**src/rtl/qep_pkg.sv**
```systemverilog
`timescale 1ns / 1ps
// ----------------------------------------------------------------------------
// qep_pkg: shared types and constants for quadratic edge prolongation
// Sample format, the wider sums, the cell control group and the job record
// that the sample chain hands to the emit stage.
// ----------------------------------------------------------------------------
package qep_pkg;

	// Width of one coarse or fine field on the ports.
	localparam int FIELD_BITS  = 32;
	// Bits of a sample that take part in the arithmetic, sign in the top bit.
	localparam int SAMPLE_BITS = 32;
	// Three times a sample needs two extra bits.
	localparam int TRIPLE_BITS = SAMPLE_BITS + 2;
	// The weighted sums 3a + 6b - c and -a + 6b + 3c fit in four extra bits.
	localparam int SUM_BITS    = SAMPLE_BITS + 4;

	typedef logic signed [SAMPLE_BITS-1:0] sample_t;
	typedef logic signed [TRIPLE_BITS-1:0] triple_t;
	typedef logic signed [SUM_BITS-1:0]    sum_t;

	// Control shared by every cell of the sample chain.
	typedef struct packed {
		logic shift;
		logic clear;
	} qep_ctrl_t;

	// Everything the emit stage needs for one coarse sample's results.
	typedef struct packed {
		sample_t a;
		triple_t a3;
		sample_t b;
		triple_t b3;
		sample_t c;
		logic    last;
	} qep_job_t;

endpackage

```
**src/rtl/quadratic_edge_prolongation.sv**
```systemverilog
`timescale 1ns / 1ps
// ----------------------------------------------------------------------------
// quadratic_edge_prolongation: 1-D quadratic prolongation of a coarse row
// Streams signed Q16.16 coarse samples and emits the interior fine values
// of the doubled row.
// ----------------------------------------------------------------------------
// A user should know the following first. Coarse samples of one row enter
// one per transfer on the coarse channel, with end_of_row set on the last
// one. The first two samples of a row only fill the chain. Every later
// sample c produces two fine transfers: the midpoint (3a + 6b - c) / 8 and
// then a copy of b, where a and b are the two samples before c. The last
// sample of a row produces a third transfer, the end midpoint
// (-a + 6b + 3c) / 8, flagged with row_done. Division by eight rounds toward
// minus infinity and midpoints saturate to the 32-bit signed range; copies
// carry is_copy. A row of fewer than three samples produces nothing. Row
// endpoints are not produced. Timing: the fine output register sends one
// transfer per cycle when the fine side does not stall, and the first
// result is offered once the sample has passed the job register and the
// output register. A new coarse sample is taken in the cycle in which
// the last result of the previous one moves into the output register, so
// the chain and the sequencer work on neighboring samples at the same
// time. Samples that only fill the chain need no sequencer time; once the
// sequencer is idle they are taken in consecutive cycles.
// ----------------------------------------------------------------------------
module quadratic_edge_prolongation (
	input  logic                                      clk,
	input  logic                                      arst_n,
	input  logic                                      coarse_valid,
	output logic                                      coarse_stall,
	input  logic signed [qep_pkg::FIELD_BITS-1:0]     coarse_value,
	input  logic                                      end_of_row,
	output logic                                      fine_valid,
	input  logic                                      fine_stall,
	output logic signed [qep_pkg::FIELD_BITS-1:0]     fine_value,
	output logic                                      is_copy,
	output logic                                      row_done
);
	import qep_pkg::*;

	// Handshake on the coarse side.
	logic      accept;
	logic      job_free;
	logic      job_load;

	// Sample chain: cell 0 holds the newer sample b, cell 1 the older a.
	// Their valid flags together count the samples held, up to two.
	qep_ctrl_t ctrl;
	sample_t   sample_in;
	logic      newer_valid;
	sample_t   newer_value;
	triple_t   newer_triple;
	logic      older_valid;
	sample_t   older_value;
	triple_t   older_triple;

	qep_job_t  job;
	sample_t   fine_sample;

	// Only the low sample bits of the port take part, sign from the top one.
	assign sample_in = $signed(SAMPLE_BITS'($unsigned(coarse_value)));

	assign coarse_stall = !job_free;
	assign accept       = coarse_valid && !coarse_stall;

	// A sample starts a job once two samples are held; the chain then shifts,
	// or clears at the end of a row, short rows included.
	assign job_load   = accept && older_valid;
	assign ctrl.shift = accept && !end_of_row;
	assign ctrl.clear = accept && end_of_row;

	qep_cell u_cell_newer (
		.clk     (clk),
		.arst_n  (arst_n),
		.ctrl    (ctrl),
		.d_valid (1'b1),
		.d       (sample_in),
		.valid   (newer_valid),
		.value   (newer_value),
		.triple  (newer_triple)
	);

	qep_cell u_cell_older (
		.clk     (clk),
		.arst_n  (arst_n),
		.ctrl    (ctrl),
		.d_valid (newer_valid),
		.d       (newer_value),
		.valid   (older_valid),
		.value   (older_value),
		.triple  (older_triple)
	);

	// Snapshot of the chain and the incoming sample for the sequencer.
	assign job.a    = older_value;
	assign job.a3   = older_triple;
	assign job.b    = newer_value;
	assign job.b3   = newer_triple;
	assign job.c    = sample_in;
	assign job.last = end_of_row;

	qep_emit u_emit (
		.clk        (clk),
		.arst_n     (arst_n),
		.load       (job_load),
		.job        (job),
		.job_free   (job_free),
		.fine_stall (fine_stall),
		.fine_valid (fine_valid),
		.fine_value (fine_sample),
		.is_copy    (is_copy),
		.row_done   (row_done)
	);

	assign fine_value = $signed(FIELD_BITS'($unsigned(fine_sample)));

endmodule

```
**src/rtl/qep_cell.sv**
```systemverilog
`timescale 1ns / 1ps
// ----------------------------------------------------------------------------
// qep_cell: one cell of the coarse sample chain
// Holds one sample, its triple and a valid flag, and takes its neighbor's
// contents whenever the chain shifts.
// ----------------------------------------------------------------------------
module qep_cell (
	input  logic               clk,
	input  logic               arst_n,
	input  qep_pkg::qep_ctrl_t ctrl,
	input  logic               d_valid,
	input  qep_pkg::sample_t   d,
	output logic               valid,
	output qep_pkg::sample_t   value,
	output qep_pkg::triple_t   triple
);
	import qep_pkg::*;

	logic    valid_q;
	sample_t value_q;
	triple_t triple_q;
	triple_t d_ext;

	assign d_ext = TRIPLE_BITS'(d);

	always_ff @(posedge clk or negedge arst_n) begin
		if (!arst_n) begin
			valid_q <= 1'b0;
		end else if (ctrl.clear) begin
			valid_q <= 1'b0;
		end else if (ctrl.shift) begin
			valid_q <= d_valid;
		end
	end

	// The triple is formed on the way in, so the emit stage only adds.
	always_ff @(posedge clk) begin
		if (ctrl.shift) begin
			value_q  <= d;
			triple_q <= d_ext + (d_ext <<< 1);
		end
	end

	assign valid  = valid_q;
	assign value  = value_q;
	assign triple = triple_q;

endmodule

```
**src/rtl/qep_emit.sv**
```systemverilog
`timescale 1ns / 1ps
// ----------------------------------------------------------------------------
// qep_emit: result sequencer and output register
// Steps through midpoint, copy and, on a row's last sample, end midpoint
// of one job, forms the weighted sum, divides by eight with floor and saturates.
// ----------------------------------------------------------------------------
module qep_emit (
	input  logic              clk,
	input  logic              arst_n,
	input  logic              load,
	input  qep_pkg::qep_job_t job,
	output logic              job_free,
	input  logic              fine_stall,
	output logic              fine_valid,
	output qep_pkg::sample_t  fine_value,
	output logic              is_copy,
	output logic              row_done
);
	import qep_pkg::*;

	typedef enum logic [2:0] {
		PH_MID  = 3'b001,
		PH_COPY = 3'b010,
		PH_END  = 3'b100
	} phase_t;

	localparam sample_t SAT_MAX = {1'b0, {(SAMPLE_BITS-1){1'b1}}};
	localparam sample_t SAT_MIN = {1'b1, {(SAMPLE_BITS-1){1'b0}}};

	phase_t   phase_q;
	phase_t   phase_next;
	logic     job_valid_q;
	qep_job_t job_q;
	triple_t  c3_q;
	logic     fine_valid_q;
	sample_t  fine_value_q;
	logic     is_copy_q;
	logic     row_done_q;

	logic                 out_load;
	logic                 final_step;
	sum_t                 term_pos;
	sum_t                 term_neg;
	sum_t                 sum;
	logic [SAMPLE_BITS:0] quot;
	sample_t              mid_sat;
	sample_t              result;
	triple_t              c_ext;

	assign c_ext = TRIPLE_BITS'(job.c);

	assign out_load   = job_valid_q && (!fine_valid_q || !fine_stall);
	assign final_step = (phase_q == PH_END) || ((phase_q == PH_COPY) && !job_q.last);
	assign job_free   = !job_valid_q || (out_load && final_step);

	always_comb begin
		unique case (phase_q)
			PH_MID:  phase_next = PH_COPY;
			PH_COPY: phase_next = PH_END;
			PH_END:  phase_next = PH_MID;
			default: phase_next = PH_MID;
		endcase
	end

	// Midpoint toward b: 3a + 6b - c. End midpoint: 3c + 6b - a.
	always_comb begin
		if (phase_q == PH_END) begin
			term_pos = SUM_BITS'(c3_q);
			term_neg = SUM_BITS'(job_q.a);
		end else begin
			term_pos = SUM_BITS'(job_q.a3);
			term_neg = SUM_BITS'(job_q.c);
		end
		sum  = term_pos + (SUM_BITS'(job_q.b3) <<< 1) - term_neg;
		// Dropping three low bits is a floor division by eight.
		quot = sum[SUM_BITS-1:3];
		if (quot[SAMPLE_BITS] != quot[SAMPLE_BITS-1]) begin
			mid_sat = quot[SAMPLE_BITS] ? SAT_MIN : SAT_MAX;
		end else begin
			mid_sat = quot[SAMPLE_BITS-1:0];
		end
		result = (phase_q == PH_COPY) ? job_q.b : mid_sat;
	end

	always_ff @(posedge clk or negedge arst_n) begin
		if (!arst_n) begin
			job_valid_q <= 1'b0;
			phase_q     <= PH_MID;
		end else if (load) begin
			job_valid_q <= 1'b1;
			phase_q     <= PH_MID;
		end else if (out_load && final_step) begin
			job_valid_q <= 1'b0;
			phase_q     <= PH_MID;
		end else if (out_load) begin
			phase_q <= phase_next;
		end
	end

	always_ff @(posedge clk or negedge arst_n) begin
		if (!arst_n) begin
			fine_valid_q <= 1'b0;
		end else if (out_load) begin
			fine_valid_q <= 1'b1;
		end else if (!fine_stall) begin
			fine_valid_q <= 1'b0;
		end
	end

	always_ff @(posedge clk) begin
		if (load) begin
			job_q <= job;
			c3_q  <= c_ext + (c_ext <<< 1);
		end
		if (out_load) begin
			fine_value_q <= result;
			is_copy_q    <= (phase_q == PH_COPY);
			row_done_q   <= (phase_q == PH_END);
		end
	end

	assign fine_valid = fine_valid_q;
	assign fine_value = fine_value_q;
	assign is_copy    = is_copy_q;
	assign row_done   = row_done_q;

endmodule
```
**config.mk**
```make
export PLATFORM = sky130hd
export DESIGN_NAME = quadratic_edge_prolongation
export DESIGN_NICKNAME = d
export VERILOG_FILES = /design/src/rtl/qep_pkg.sv /design/src/rtl/quadratic_edge_prolongation.sv /design/src/rtl/qep_cell.sv /design/src/rtl/qep_emit.sv
export SDC_FILE = /design/constraint.sdc
export NUM_CORES = 1
export LEC_CHECK = 0
export ABC_AREA = 1
export BUFFER_PORTS_ARGS = -buffer_cell sky130_fd_sc_hd__buf_2
export CORE_ASPECT_RATIO = 0.8
export CORE_MARGIN = 2
export CORE_UTILIZATION = 60
export DETAILED_ROUTE_END_ITERATION = 10
export PLACE_DENSITY = 0.78
export REMOVE_ABC_BUFFERS = 1
export SLEW_MARGIN = 20
export SYNTH_ARGS = -nofsm -noshare
export SYNTH_HDL_FRONTEND = slang
export SYNTH_SLANG_ARGS = --single-unit
```
**constraint.sdc**
```tcl
create_clock -name clk -period 10.3 [get_ports clk]
set_input_delay 1.545 -clock clk [delete_from_list [all_inputs] [get_ports clk]]
set_output_delay 1.545 -clock clk [all_outputs]
set_load 0.02 [all_outputs]
```
==> run_results.csv <==
group,metric,value,unit
run_status,status,"finished, final reports clean",
sta,slew_headroom,33.2,%
critical_path,regToRegSetupSlack,5.43,ns
sta,tightest_slew,1.00,ns
synthesis,synth_cell_type_count,53,
placement,hpwl,32100,um
global_route,grt_max_degree,155,
global_route,grt_util_all_layers,27.4,%
placement,port_buffers,72,
critical_path,crit_type,"reg -> reg",
critical_path,endpoint,"u_emit.fine_value[27]",
critical_path,reg2reg_depth,20,
critical_path,critPathRequiredTime,10.57,ns
final_layout,drive_gt1_share,10.3,%
sta,post-route-min-period,4.87,ns
cts,cts_hold_buf,0,
drt,ant_nets,0,
cts,cts_tree,"done",
synthesis,seq_area_frac_synth,58.4,%
critical_path,r2r-start,"u_emit.phase_q[0]",
critical_path,cp-end-kind,"flop",
synthesis,ys_ff_latch,362,
drt,firstDrtPassIters,7,
global_route,antenna_found_initial,0,
worst_hold_path,worstHoldPathType,"reg -> reg",
drt,drc,0,
global_route,grt_pass1_vias,12392,
sta,final.period_utilization,47.3,%
pwr,power_density,295,mW/mm2
placement,dp_slack,5.15,ns
critical_path,r2r_end,"u_emit.fine_value[27]",
sta,fin_setup_tns,0,ns
die,pin_count,73,
synthesis,synth-main-ff-cell,"edfxtp_1",
cts,numCtsBuffers,37,
final_layout,nets,1940,
final_layout,diodes,0,
critical_path,crit_chain,"nor2_2 -> nand2_4 -> inv_1 -> buf_4 -> nand2_1 -> nand2_1 -> fa_1 -> inv_1 -> ha_1 -> inv_1 -> o21bai_1 -> a21boi_0 -> nand2_1 -> nor2_1 -> nand3_1 -> nand2_1 -> nand2_2 -> a21oi_4 -> buf_16 -> a21oi_1",
drt,viasPerCell,5.77,
drt,wirelength,43900,um
cts,clk_pin_slew,0.06,ns
cts,clk_latency,0.53,ns
die,rows,57,
drt,drt_iter0_markers,1493,
critical_path,cp.arrival,5.15,ns
critical_path,crit_path_frequent_cell,"nand2_1",
sta,fmax,205,MHz
sta,layout_setup_ws,5.43,ns
sta,clock_skew,0.0230,ns
worst_hold_path,hp-start,"u_cell_older.triple[11]",
cts,clock-sinks,362,
pwr,peakVddDrop,0.160,mV
sta,final-hold-violation-count,0,
die,die_h,161,um
placement,gp_congestion,0.955,
die,initial_core_util,61.1,%
critical_path,slowest_stage,"dfstp_2",
die,dieArea,0.0324,mm2
cts,htree_num_levels,2,
critical_path,cp_top_family,"simple AND/OR/NAND/NOR gates",
die,coreArea,0.0304,mm2
cts,cts_max_path_buffers,3,
global_route,grt_pass1_wl,68000,um
critical_path,start_kind,"flop",
pwr,power,6.09,mW
cts,cts_resized,0,
flow_run,maxCapViolations,0,
synthesis,yosysWarnings,0,
global_route,overflow,0,
synthesis,syn_inst,1671,
critical_path,crit_buf_inv,5,
cts,clockRootBuffer,"clkbuf_16",
drt,vias,12765,
synthesis,avgSynthCellArea,11.1,um2
critical_path,crit_cells,20,
cts,postCtsSetupBuffers,0,
critical_path,critPathLaunch,"u_emit.phase_q[0]",
synthesis,synth_edf_count,355,
final_layout,area_growth,11.2,%
drt,wl_per_cell,19.8,um
critical_path,crit_fanout,37,
critical_path,crit_path_max_incr_delay,0.59,ns
sta,rsz0062_at_grt,"false",
sta,setup_viol,0,
sta,report.final.slew_viol_count,0,
pwr,p_leak,8.74,nW
synthesis,syn_area,0.0186,mm2
die,fp.dieW,201,um
synthesis,synthArstFlopShare,1.93,%
-- worst reg2reg max path: cells and delay by family (launching register included) --
family | cells | cell delay (ns)
buf+inv | 5 | 0.84
flops | 1 | 0.59
simple gates | 9 | 1.34
compound gates | 4 | 0.99
fa+ha+maj | 2 | 0.87
-- where the power goes --
group | total, mW | internal, mW | switching [mW]
clock network | 1.32 | 0.750 | 0.571
logic | 2.65 | 0.881 | 1.77
registers | 2.12 | 2.02 | 0.101
total | 6.09 | 3.65 | 2.44
-- through the flow --
stage               area [um2]  utilization (%)  hold slack [ns]  std cells
floorplan                18400                -            0.400       1653
global placement         19400             63.9            0.400       2145
detailed placement       19400             63.9            0.405       2145
CTS                      20600             67.8            0.414       2213
global route             20600             67.9            0.422       2214
finish                   20600             67.9            0.415       2214
-- metal layers --
| layer | vias up | track usage [%] | share of wire, % |
|---|---|---|---|
| li1 | 5959 | - | - |
| met1 | 6119 | 41.5 | 45 |
| met2 | 626 | 41.8 | 44 |
| met3 | 61 | 4.70 | 9.8 |
| met4 | 0 | 6.33 | 1.7 |
| met5 | - | 0 | 0 |
-- kinds of logic (layout without fill, tap and decap cells) --
family | after synthesis | count (layout) | share of synthesized area [%]
compound gates | 247 | 247 | 7.91
xor+xnor | 82 | 82 | 3.87
fa+ha+maj | 131 | 131 | 10.2
buf+inv | 220 | 350 | 4.71
flops | 362 | 362 | 58.4
mux | 32 | 32 | 1.73
simple gates | 597 | 597 | 13.2
-- synth_stat cells, types with 8 or more instances --
| library cell | number | area (um2) |
|---|---|---|
| xnor2_1 | 24 | 210 |
| edfxtp_1 | 355 | 10700 |
| o21ai_0 | 37 | 185 |
| a21oi_2 | 12 | 105 |
| a21o_1 | 12 | 90.1 |
| o21bai_1 | 11 | 82.6 |
| nand2_1 | 378 | 1420 |
| nand3_1 | 44 | 220 |
| nor2_1 | 117 | 439 |
| nand2_2 | 12 | 75.1 |
| ha_1 | 97 | 1210 |
| o21ai_1 | 8 | 40.0 |
| fa_1 | 34 | 681 |
| mux2i_1 | 32 | 320 |
| xor2_1 | 58 | 508 |
| a21oi_1 | 126 | 631 |
| nand4_1 | 10 | 62.6 |
| inv_1 | 200 | 751 |
| nor3_1 | 14 | 70.1 |
| clkbuf_1 | 10 | 37.5 |
-- cell type report --
type / count / area (um2)
clock buffer: 44 / 993
clock inverter: 24 / 210
fill: 2238 / 9740
inverter: 202 / 759
multi-input combinational: 1089 / 6870
sequential: 362 / 10800
tap: 413 / 517
timing repair buffer: 80 / 453
-- flip-flops by register name, indices dropped and copies added, names as in the netlist --
| signal | count |
|---|---|
| u_cell_newer.triple | 32 |
| u_cell_newer.valid | 1 |
| u_cell_newer.value | 32 |
| u_cell_older.triple | 34 |
| u_cell_older.valid | 1 |
| u_cell_older.value | 30 |
| u_emit.c3_q | 34 |
| u_emit.fine_valid | 1 |
| u_emit.fine_value | 32 |
| u_emit.is_copy | 1 |
| u_emit.job_q | 159 |
| u_emit.job_valid_q | 1 |
| u_emit.phase_q | 3 |
| u_emit.row_done | 1 |
-- cells in the final DEF, fill, tap and decap left out, drive strengths merged, types with 15 or more instances in the layout --
cell type  count
inv          204
nor2         123
xnor2         24
a21oi        139
clkbuf        44
nor3          15
ha            97
clkinv        17
xor2          58
nand3         46
edfxtp       355
buf           80
nand2        391
o21ai         46
fa            34
mux2i         32
-- worst min-delay path by stage --
stage                                   end  slack (ns)  cells after the start
after floorplan           u_emit.job_q[100]        0.40                      0
after global placement    u_emit.job_q[112]        0.40                      0
after detailed placement  u_emit.job_q[104]        0.40                      0
after CTS                 u_emit.job_q[110]        0.41                      0
after global routing       u_emit.job_q[42]        0.42                      0
final                     u_emit.job_q[110]        0.41                      0
No activity file was read; power rests on OpenSTA's default activity.
